## src/design/crc64_msb_first_stream_core_macros.svh

```systemverilog
// ----------------------------------------------------------------------------
// crc64_msb_first_stream_core_macros
// Assertion macros shared by the CRC-64 stream core.
// ----------------------------------------------------------------------------
`ifndef CRC64_MSB_FIRST_STREAM_CORE_MACROS_SVH
`define CRC64_MSB_FIRST_STREAM_CORE_MACROS_SVH

// Property checked on every clock edge outside reset.
`define CRC_ASSERT(label, prop, msg) \
    label: assert property (@(posedge i_clk) disable iff (!i_rst_n) (prop)) \
        else $error(msg);

// Condition that must never be seen outside reset.
`define CRC_ASSERT_NEVER(label, cond, msg) \
    label: assert property (@(posedge i_clk) disable iff (!i_rst_n) !(cond)) \
        else $error(msg);

`endif

```

## src/design/crc64ms_pkg.sv

```systemverilog
// ----------------------------------------------------------------------------
// crc64ms_pkg
// Types, constants and the byte fold of the MSB-first CRC-64 stream core.
// ----------------------------------------------------------------------------
package crc64ms_pkg;

    localparam int unsigned CRC_W  = 64;
    localparam int unsigned BYTE_W = 8;

    localparam logic [CRC_W-1:0] CRC_ALL_ONES = 64'hFFFF_FFFF_FFFF_FFFF;
    localparam logic [CRC_W-1:0] CRC_POLY     = 64'h42F0_E1EB_A9EA_3693;

    typedef struct packed {
        logic [BYTE_W-1:0] data;
        logic              first;
        logic              last;
    } t_in_word;

    // XOR the byte into the top bits, then eight shift/conditional-XOR steps.
    function automatic logic [CRC_W-1:0] fold_byte(
        input logic [CRC_W-1:0]  crc,
        input logic [BYTE_W-1:0] data
    );
        logic [CRC_W-1:0] v;
        v = crc ^ {data, {(CRC_W-BYTE_W){1'b0}}};
        for (int b = 0; b < BYTE_W; b++) begin
            if (v[CRC_W-1]) begin
                v = {v[CRC_W-2:0], 1'b0} ^ CRC_POLY;
            end else begin
                v = {v[CRC_W-2:0], 1'b0};
            end
        end
        return v;
    endfunction

endpackage

```

## src/design/crc64ms_in_reg.sv

```systemverilog
// ----------------------------------------------------------------------------
// crc64ms_in_reg
// Input register: captures one byte word and holds it until the fold takes it.
// ----------------------------------------------------------------------------
module crc64ms_in_reg (
    input  logic                  i_clk,
    input  logic                  i_rst_n,
    input  logic                  i_valid,
    output logic                  o_ready,
    input  crc64ms_pkg::t_in_word i_word,
    input  logic                  i_adv,
    output logic                  o_valid,
    output crc64ms_pkg::t_in_word o_word
);

    logic                  r_valid;
    crc64ms_pkg::t_in_word r_word;

    // Take a new word when empty or when the held word moves on this cycle.
    assign o_ready = !r_valid || i_adv;

    always_ff @(posedge i_clk) begin
        if (!i_rst_n) begin
            r_valid <= 1'b0;
        end else if (i_valid && o_ready) begin
            r_valid <= 1'b1;
        end else if (i_adv) begin
            r_valid <= 1'b0;
        end
    end

    always_ff @(posedge i_clk) begin
        if (i_valid && o_ready) begin
            r_word <= i_word;
        end
    end

    assign o_valid = r_valid;
    assign o_word  = r_word;

endmodule

```

## src/design/crc64ms_fold_stage.sv

```systemverilog
// ----------------------------------------------------------------------------
// crc64ms_fold_stage
// CRC register and result register: folds one byte per advance and loads
// the finished CRC on the last byte of a message.
// ----------------------------------------------------------------------------
`include "crc64_msb_first_stream_core_macros.svh"

module crc64ms_fold_stage (
    input  logic                               i_clk,
    input  logic                               i_rst_n,
    input  logic                               i_adv,
    input  crc64ms_pkg::t_in_word              i_word,
    input  logic                               i_out_ready,
    output logic                               o_out_valid,
    output logic [crc64ms_pkg::CRC_W-1:0]      o_out_crc,
    output logic                               o_room
);

    logic                          r_out_valid;
    logic [crc64ms_pkg::CRC_W-1:0] r_out_crc;
    logic [crc64ms_pkg::CRC_W-1:0] r_crc;
    logic [crc64ms_pkg::CRC_W-1:0] n_crc;
    logic [crc64ms_pkg::CRC_W-1:0] w_base;

    assign w_base = i_word.first ? crc64ms_pkg::CRC_ALL_ONES : r_crc;
    assign n_crc  = crc64ms_pkg::fold_byte(w_base, i_word.data);

    // Result slot is free now or drains this cycle.
    assign o_room = !r_out_valid || i_out_ready;

    always_ff @(posedge i_clk) begin
        if (!i_rst_n) begin
            r_crc <= crc64ms_pkg::CRC_ALL_ONES;
        end else if (i_adv) begin
            r_crc <= n_crc;
        end
    end

    always_ff @(posedge i_clk) begin
        if (!i_rst_n) begin
            r_out_valid <= 1'b0;
        end else if (i_adv && i_word.last) begin
            r_out_valid <= 1'b1;
        end else if (i_out_ready) begin
            r_out_valid <= 1'b0;
        end
    end

    always_ff @(posedge i_clk) begin
        if (i_adv && i_word.last) begin
            r_out_crc <= n_crc;
        end
    end

    assign o_out_valid = r_out_valid;
    assign o_out_crc   = r_out_crc;

    `CRC_ASSERT(a_last_loads_result, (i_adv && i_word.last) |=> (r_out_valid && r_out_crc == r_crc), "result does not match CRC register")
    `CRC_ASSERT(a_crc_holds_idle, !i_adv |=> $stable(r_crc), "CRC register moved without a byte")
    `CRC_ASSERT(a_result_from_last, $rose(r_out_valid) |-> $past(i_adv && i_word.last), "result appeared without a last byte")
    `CRC_ASSERT_NEVER(a_no_overwrite, i_adv && i_word.last && r_out_valid && !i_out_ready, "pending result overwritten")

endmodule

```

## src/design/crc64_msb_first_stream_core.sv

```systemverilog
// A byte accepted into the input register is folded into the CRC register as
// it advances; a last byte also loads the result register, whose CRC is shown
// on m_axis until taken. Throughput: one byte per cycle while a last byte finds
// the result slot free, set by the combinational eight-step fold from input to CRC register.
// Reset (synchronous, active low): CRC register to all ones, both stages empty.
// ----------------------------------------------------------------------------
// crc64_msb_first_stream_core
// MSB-first CRC-64 (poly 0x42F0E1EBA9EA3693, init all ones, no final XOR)
// over a byte stream; tuser marks the first byte, tlast the last byte.
// ----------------------------------------------------------------------------
module crc64_msb_first_stream_core (
    input  logic        i_clk,
    input  logic        i_rst_n,
    input  logic        s_axis_tvalid,
    output logic        s_axis_tready,
    input  logic [7:0]  s_axis_tdata,  // [7:0] data_byte
    input  logic        s_axis_tuser,  // [0] first_byte
    input  logic        s_axis_tlast,  // last_byte
    output logic        m_axis_tvalid,
    input  logic        m_axis_tready,
    output logic [63:0] m_axis_tdata   // [63:0] crc_value
);

    crc64ms_pkg::t_in_word w_in_word;
    crc64ms_pkg::t_in_word w_held_word;
    logic                  w_held_valid;
    logic                  w_room;
    logic                  w_adv;

    assign w_in_word.data  = s_axis_tdata;
    assign w_in_word.first = s_axis_tuser;
    assign w_in_word.last  = s_axis_tlast;

    // Advance a held word; a last word also needs the result slot.
    assign w_adv = w_held_valid && (!w_held_word.last || w_room);

    crc64ms_in_reg u_in_reg (
        .i_clk   (i_clk),
        .i_rst_n (i_rst_n),
        .i_valid (s_axis_tvalid),
        .o_ready (s_axis_tready),
        .i_word  (w_in_word),
        .i_adv   (w_adv),
        .o_valid (w_held_valid),
        .o_word  (w_held_word)
    );

    crc64ms_fold_stage u_fold (
        .i_clk       (i_clk),
        .i_rst_n     (i_rst_n),
        .i_adv       (w_adv),
        .i_word      (w_held_word),
        .i_out_ready (m_axis_tready),
        .o_out_valid (m_axis_tvalid),
        .o_out_crc   (m_axis_tdata),
        .o_room      (w_room)
    );

endmodule

```

## config.mk

```make
export PLATFORM = sky130hd
export DESIGN_NAME = crc64_msb_first_stream_core
export DESIGN_NICKNAME = d
export VERILOG_FILES = /design/src/design/crc64ms_pkg.sv /design/src/design/crc64ms_in_reg.sv /design/src/design/crc64ms_fold_stage.sv /design/src/design/crc64_msb_first_stream_core.sv
export VERILOG_INCLUDE_DIRS = /design/src /design/src/design
export SDC_FILE = /design/constraint.sdc
export NUM_CORES = 1
export LEC_CHECK = 0
export BUFFER_PORTS_ARGS = -buffer_cell sky130_fd_sc_hd__buf_2
export CORE_ASPECT_RATIO = 1.5
export CORE_MARGIN = 3
export CORE_UTILIZATION = 50
export DETAILED_ROUTE_END_ITERATION = 16
export PLACE_DENSITY = 0.79
export SLEW_MARGIN = 20
export SYNTH_ARGS = -nofsm -noshare
export SYNTH_HDL_FRONTEND = slang
export SYNTH_SLANG_ARGS = --single-unit
export TNS_END_PERCENT = 1
```

## constraint.sdc

```tcl
create_clock -name i_clk -period 2.8 [get_ports i_clk]
set_input_delay 0.28 -clock i_clk [delete_from_list [all_inputs] [get_ports i_clk]]
set_output_delay 0.28 -clock i_clk [all_outputs]
set_load 0.02 [all_outputs]
```

==> results of run 1 <==
-- cell usage in the layout (no fill, tap or decap), types with 7 or more instances in the layout --
cell,Yosys,layout
sky130_fd_sc_hd__nand3_1,53,53
sky130_fd_sc_hd__and2_1,9,8
sky130_fd_sc_hd__a211o_1,8,8
sky130_fd_sc_hd__nand2_1,107,107
sky130_fd_sc_hd__buf_2,8,79
sky130_fd_sc_hd__xnor2_2,7,7
sky130_fd_sc_hd__xnor2_1,127,127
sky130_fd_sc_hd__buf_4,3,31
sky130_fd_sc_hd__xnor3_1,8,8
sky130_fd_sc_hd__edfxtp_1,74,74
sky130_fd_sc_hd__clkbuf_16,0,17
sky130_fd_sc_hd__xor2_1,46,46
sky130_fd_sc_hd__nor2_1,79,79
sky130_fd_sc_hd__dfxtp_1,66,66
-- area by class of cell --
cell class              instances  area, um2
flip-flops and latches        140       3540
well taps                     162        203
fillers                      1065       5340
clock buffers                  18        439
clock inverters                14        138
multi-input cells             468       3300
inverters                       3       11.3
repair buffers                113        688
-- Yosys cell counts (all sizes together) --
| master | count |
|---|---|
| a211o | 8 |
| and3 | 1 |
| nand3 | 53 |
| o211ai | 1 |
| o21ai | 3 |
| inv | 2 |
| and2 | 9 |
| dfxtp | 66 |
| clkbuf | 20 |
| xor2 | 53 |
| xnor2 | 137 |
| xnor3 | 11 |
| a21oi | 2 |
| clkinv | 1 |
| nor2 | 81 |
| nand2 | 107 |
| buf | 22 |
| edfxtp | 74 |
| nor2b | 1 |
| a31oi | 1 |
-- routing by layer --
layer	track usage	wire, um
met3	0.0458	801
met1	0.279	6760
met2	0.407	9330
met4	0.159	1230
met5	0	0
-- per-stage QoR --
step | hold slack (ns) | cell area (um2)
detailed placement | 0.458 | 7740
finish | 0.0267 | 8320
CTS | 0.0187 | 8320
floorplan | 0.379 | 7070
global route | 0.0205 | 8320
global placement | 0.452 | 7740
-- registers in the layout (all words and copies together) (netlist names) --
name                count
u_in_reg.o_word        10
u_fold.o_out_valid      1
u_fold.o_out_crc       64
u_fold.r_crc           64
u_in_reg.o_valid        1
-- power breakdown --
part	internal (W)	switching [W]
registers	0.00257	0.000143
clock network	0.00126	0.000932
logic	0.00108	0.00146
-- worst min-delay path by stage --
| stage | cells past startpoint | startpoint | to | slack (ns) |
|---|---|---|---|---|
| final | 1 | s_axis_tdata[2] | u_in_reg.o_word[4] | 0.03 |
| after global routing | 1 | s_axis_tdata[7] | u_in_reg.o_word[9] | 0.02 |
| after CTS | 1 | s_axis_tdata[2] | u_in_reg.o_word[4] | 0.02 |
| after detailed placement | 1 | s_axis_tdata[2] | u_in_reg.o_word[4] | 0.46 |
| after global placement | 2 | u_fold.r_crc[22] | u_fold.r_crc[22] | 0.45 |
| after floorplan | 0 | s_axis_tlast | u_in_reg.o_word[0] | 0.38 |
-- cell families (layout without fill, tap and decap cells) --
group | after synthesis | count (layout)
AND/OR/NAND/NOR | 252 | 252
XOR/XNOR | 201 | 201
flip-flops | 140 | 140
buffers and inverters | 45 | 148
AO/OA/AOI/OAI | 15 | 15
-- worst max-delay path, cell delays in order, from the launching register on --
cell and delay (ns):
sky130_fd_sc_hd__edfxtp_1 0.43, sky130_fd_sc_hd__buf_12 0.26, sky130_fd_sc_hd__nor2_1 0.14, sky130_fd_sc_hd__xnor2_4 0.46, sky130_fd_sc_hd__xor2_1 0.20, sky130_fd_sc_hd__xnor2_1 0.45
sky130_fd_sc_hd__xnor2_1 0.16, sky130_fd_sc_hd__xnor2_1 0.16, sky130_fd_sc_hd__a211o_1 0.30
==> impl_results.md, run 1 <==
* Run status: finished clean
* Antenna violations before repair at 0
* Crit share post-route at 0.957
* Clock latency of the later-clocked register in the worst-skew pair at between 0.4 and 0.5 ns
* Mux share of post-synthesis cell area at 0
* Main combinational cell family by area after synthesis: XOR/XNOR gates
* Overflow left after global routing at 0
* Number of search-and-repair iterations in the first detailed-routing pass at 5
* Core footprint at 13,700 um2
* Wire length of the first global-routing pass at approximately 28,000 um
* Starting Density at 0.517
* Syn. warnings at 0
* I/O Pins at 80
* Number of instances in the placed design at just under 900
* Overall die area at approximately 16,000 um2
* Final WS setup at approximately 0.12 ns
* Synth area leader: sky130_fd_sc_hd__edfxtp_1
* Via count of the first global-routing pass at 5,004
* Root cell of the clock tree: sky130_fd_sc_hd__clkbuf_16
* Number of post-CTS setup repair buffers at 0
* Critical Path End: u_fold.r_crc[17]
* Portion of synthesized cell area occupied by the leading cell type at 0.315
* CP Launch Type: flip-flop
* Worst path arrival time at ~3 ns
* Number of buffers created by CTS at 17
* Setup skew after layout at ~0.013 ns
* Post-Synth Adder-Cell Area at 0
* Die H at roughly 150 um
* Unrepaired setup endpoints after global routing: false
* Final GP Congestion at approximately 0.94
* Area fraction in and, or, nand and nor cells after synthesis at 0.151
* Reported max-cap violation count at 0
* Overall track demand over capacity in global routing at 0.243
* Diode count at 0
* TritonCTS clock tree: done
* Critical register-to-register path endpoint: u_fold.r_crc[17]
* Synthesized instance count at approximately 650
* P per Cell Area at ~900 nW/um2
* Post-DR wirelength/cell at 19.7 um
* Start-to-end type of the worst setup path: reg -> reg
* Data required time at the worst endpoint at between 3 and 4 ns
* Fraction of final layout cells sized beyond drive strength 1 at 0.224
* Top area cells in the synthesized netlist: sky130_fd_sc_hd__edfxtp_1 31%, sky130_fd_sc_hd__dfxtp_1 19%, sky130_fd_sc_hd__xnor2_1 16%
* Worst setup timing slack at the placement stage at about 0.17 ns
* Clock period minus worst slack at roughly 2.7 ns
* Synthesis-to-finish area growth at 17.7%
* Post-CTS Hold Buffers at 0
* Final Non-Filler Cells at 918
* Number of flip-flops and latches in the synthesized netlist at 140
* Synth Area in XOR/XNOR at 0.300
* Max transition margin at 0.253
* Pin count of the biggest net entering global routing at 57
* R2r startpoint: u_in_reg.o_word[1]
* Hold Vio Cnt, Final at 0
* Average cell area after synthesis at 10.8 um2
* Number of DRC violations after detailed-routing iteration 0 at ~340
* Slew of the pin with the lowest slew margin at roughly 1.1 ns
* Clock slew seen by the registers of the worst setup and hold paths at ~0.060 ns
* Post-synthesis compound-gate area fraction at 0.0154
* Max H-tree Level at 4
* R2r setup slk at about 0.12 ns
* Worst-case clock buffer depth at 2
* Post-Synthesis Cell Area at ~7100 um2
* Final core utilization at 0.609
* Peak fanout along the critical path at 45
* Die boundary width at between 100 and 150 um
* Post-Route WL at 18,100 um
* FF-to-FF path depth at 8
* Cell variety after synth at 30
* Worst min-delay path class: in -> reg
* Power after layout at roughly 0.0074 W
* I/O Buffers at 79
* FP Rows at 52
* Number of sinks on the clock net at 140
* Launching instance or port of the critical path: u_in_reg.o_word[1]
* Static Leakage at around 3.4 nW
* Setup tns final at 0 ns
* Maximum ir drop on the vdd rail at approximately 0.00047 V
* Final setup viols at 0
* Highest Clock Rate at 373 MHz
* Total count of max-transition violations in the final report at 0
* Placed wire-length estimate at around 13,000 um
* Element type at the critical path end: flip-flop
* Post-CTS resize count at 0
* DRC violation count after routing at 0
* Via density per instance at roughly 5.4
* Routed via count at 4,966
* Final Net Count at approximately 760
* Sequential area share after synthesis at 0.502
* Routed Antenna Nets at 0
* Syn Nets at 667
(Power assumes the default switching activity.)
==> inputs of run 2 (changes only) <==
==> constraint.sdc (replaced) <==
create_clock -name i_clk -period 2.8 [get_ports i_clk]
set_input_delay 0.56 -clock i_clk [delete_from_list [all_inputs] [get_ports i_clk]]
set_output_delay 0.56 -clock i_clk [all_outputs]
set_load 0.02 [all_outputs]
==> run 2 against run 1 <==
Net effect: die area did not move; hold slack better by 0.29 ns; clock power grew 6%; combinational power hardly changed; sequential power hardly changed; fmax grew 3.6%; power increased by 1.6%; register-to-register slack improved by 0.09 ns; design area grew 0.60%; final cell count decreased by 0.11%; utilization is 0.37 points higher; via count fell by 1.6%; largest cell class unchanged; largest power group unchanged.
==> impl_results.md, run 2 (same netlist as run 1, synthesis figures left out) <==
* Run status: finished clean
* Clock period minus worst slack at 2.59 ns (-0.0927 ns)
* Pin count of the biggest net entering global routing at 66 (+16%)
* Via density per instance at 5.33 (-1.4%)
* I/O Pins at 80 (unchanged)
* Die H at 152 um (unchanged)
* Most frequent cells in the layout: 127 x sky130_fd_sc_hd__xnor2_1, 107 x sky130_fd_sc_hd__nand2_1, 79 x sky130_fd_sc_hd__nor2_1, 79 x sky130_fd_sc_hd__buf_2, 74 x sky130_fd_sc_hd__edfxtp_1
* Total count of max-transition violations in the final report at 0 (unchanged)
* Final setup viols at 0 (unchanged)
* Final design area excluding fillers at 8370 um2 (+0.60%)
* Max H-tree Level at 4 (unchanged)
* Maximum ir drop on the vdd rail at 0.000445 V (-4.9%)
* Diode count at 0 (unchanged)
* Crit share post-route at 0.924 (-0.0331)
* Highest Clock Rate at 386 MHz (+3.6%)
* Post-CTS Hold Buffers at 0 (unchanged)
* Number of search-and-repair iterations in the first detailed-routing pass at 4 (-1)
* Worst-case clock buffer depth at 2 (unchanged)
* Start-to-end type of the worst setup path: reg -> reg
* Routed Antenna Nets at 0 (unchanged)
* Routed via count at 4,889 (-1.6%)
* Placed wire-length estimate at 12,400 um (-2.3%)
* Data required time at the worst endpoint at 3.07 ns (-0.05 ns)
* Most frequent standard cell in the layout excluding fill and tap cells: sky130_fd_sc_hd__xnor2_1
* Setup tns final at 0 ns (unchanged)
* Final Net Count at 756 (-0.13%)
* DRC violation count after routing at 0 (unchanged)
* Wire length of the first global-routing pass at 27,400 um (-1.6%)
* Reported max-cap violation count at 0 (unchanged)
* Clock slew seen by the registers of the worst setup and hold paths at 0.06 ns (about the same)
* Overall track demand over capacity in global routing at 0.239 (-0.00483)
* Final Non-Filler Cells at 917 (-0.11%)
* Post-DR wirelength/cell at 19.4 um (-1.7%)
* Setup skew after layout at 0.00557 ns (-0.00737 ns)
* Worst path arrival time at 2.85 ns (-0.15 ns)
* Number of instances in the placed design at 881 (-0.56%)
* Final GP Congestion at 0.891 (-4.9%)
* FP Rows at 52 (unchanged)
* I/O Buffers at 79 (unchanged)
* Final WS setup at 0.213 ns (+0.0927 ns)
* Slew of the pin with the lowest slew margin at 0.746 ns (-0.375 ns)
* Dpl cell area at 7720 um2 (-0.31%)
* CP Launch Type: flip-flop
* Fraction of final layout cells sized beyond drive strength 1 at 0.219 (-0.00500)
* Worst min-delay path class: in -> reg
* Root cell of the clock tree: sky130_fd_sc_hd__clkbuf_16
* Core footprint at 13,700 um2 (unchanged)
* Power after layout at 0.00757 W (+1.6%)
* Hold Vio Cnt, Final at 0 (unchanged)
* Worst setup timing slack at the placement stage at 0.137 ns (-0.0309 ns)
* P per Cell Area at 904 nW/um2 (+1.0%)
* Static Leakage at 3.42 nW (+0.69%)
* Peak fanout along the critical path at 5 (-89%)
* Unrepaired setup endpoints after global routing: false
* Post-Route WL at 17,800 um (-1.8%)
* Number of sinks on the clock net at 140 (unchanged)
* Antenna violations before repair at 0 (unchanged)
* Clock latency of the later-clocked register in the worst-skew pair at 0.41 ns (-0.02 ns)
* TritonCTS clock tree: done
* Starting Density at 0.517 (unchanged)
* Die boundary width at 103 um (unchanged)
* Element type at the critical path end: flip-flop
* Synthesis-to-finish area growth at 18.5%
* Overall die area at 15,600 um2 (unchanged)
* Max transition margin at 0.503 (+0.250)
* Number of DRC violations after detailed-routing iteration 0 at 354 (+2.9%)
* Number of buffers created by CTS at 17 (unchanged)
* Overflow left after global routing at 0 (unchanged)
* Via count of the first global-routing pass at 4,936 (-1.4%)
[run 2: cell count changes in the layout (fill, tap and decap cells not counted), moves of 2 or more]
cell	delta
sky130_fd_sc_hd__bufinv_16	+2
sky130_fd_sc_hd__buf_4	-2
sky130_fd_sc_hd__clkinv_4	-4
sky130_fd_sc_hd__clkbuf_8	+3
sky130_fd_sc_hd__clkbuf_1	+2
[run 2: final timing paths]
| path | start | end | slack, ns | cells after the start |
|---|---|---|---|---|
| max reg2reg | u_in_reg.o_word[8] | u_fold.r_crc[46] | 0.21 | 6 |
| min | s_axis_tdata[2] | u_in_reg.o_word[4] | 0.32 | 1 |
| min reg2reg | u_fold.r_crc[12] | u_fold.r_crc[12] | 0.47 | 2 |
| max | u_in_reg.o_word[8] | u_fold.r_crc[46] | 0.21 | 6 |
[run 2: metrics by stage]
| step | hold WS, ns | utilization |
|---|---|---|
| 2_1_floorplan | 0.441 | - |
| 3_3_place_gp | 0.452 | 0.565 |
| 3_5_place_dp | 0.458 | 0.565 |
| 4_1_cts | 0.299 | 0.610 |
| 5_1_grt | 0.299 | 0.613 |
| 6_report | 0.317 | 0.613 |
[run 2: routing by layer]
metal	vias to the layer above	track usage	wire, um
li1	2284	-	-
met4	0	0.108	655
met2	193	0.422	9530
met3	39	0.0394	777
met5	-	0	0
met1	2373	0.279	6840
[run 2: final cells by class]
type / count / area (um2)
clock buffer: 23 / 488
clock inverter: 9 / 133
fill: 1079 / 5290
inverter: 3 / 11.3
multi-input combinational: 468 / 3300
sequential: 140 / 3540
tap: 162 / 203
timing repair buffer: 112 / 693
[run 2: where the power goes]
group | leakage, nW | total (W) | internal (W) | switching [W]
clock | 0.302 | 0.00234 | 0.00150 | 0.000845
sequential | 1.23 | 0.00271 | 0.00257 | 0.000140
combinational | 1.89 | 0.00251 | 0.00106 | 0.00145
total | 3.42 | 0.00757 | 0.00513 | 0.00244
[run 2: worst max-delay path: stages, from the launching register on]
cell                       delay, ns
sky130_fd_sc_hd__edfxtp_1       0.54
sky130_fd_sc_hd__xor2_4         0.27
sky130_fd_sc_hd__xnor3_2        0.49
sky130_fd_sc_hd__xor2_1         0.42
sky130_fd_sc_hd__xnor3_1        0.52
sky130_fd_sc_hd__nor2_1         0.12
sky130_fd_sc_hd__o21ai_1        0.08
[run 2: repair_timing]
action	CTS	global route
resized for setup	0	0
buffers inserted	0	4
setup endpoints to repair	0	1
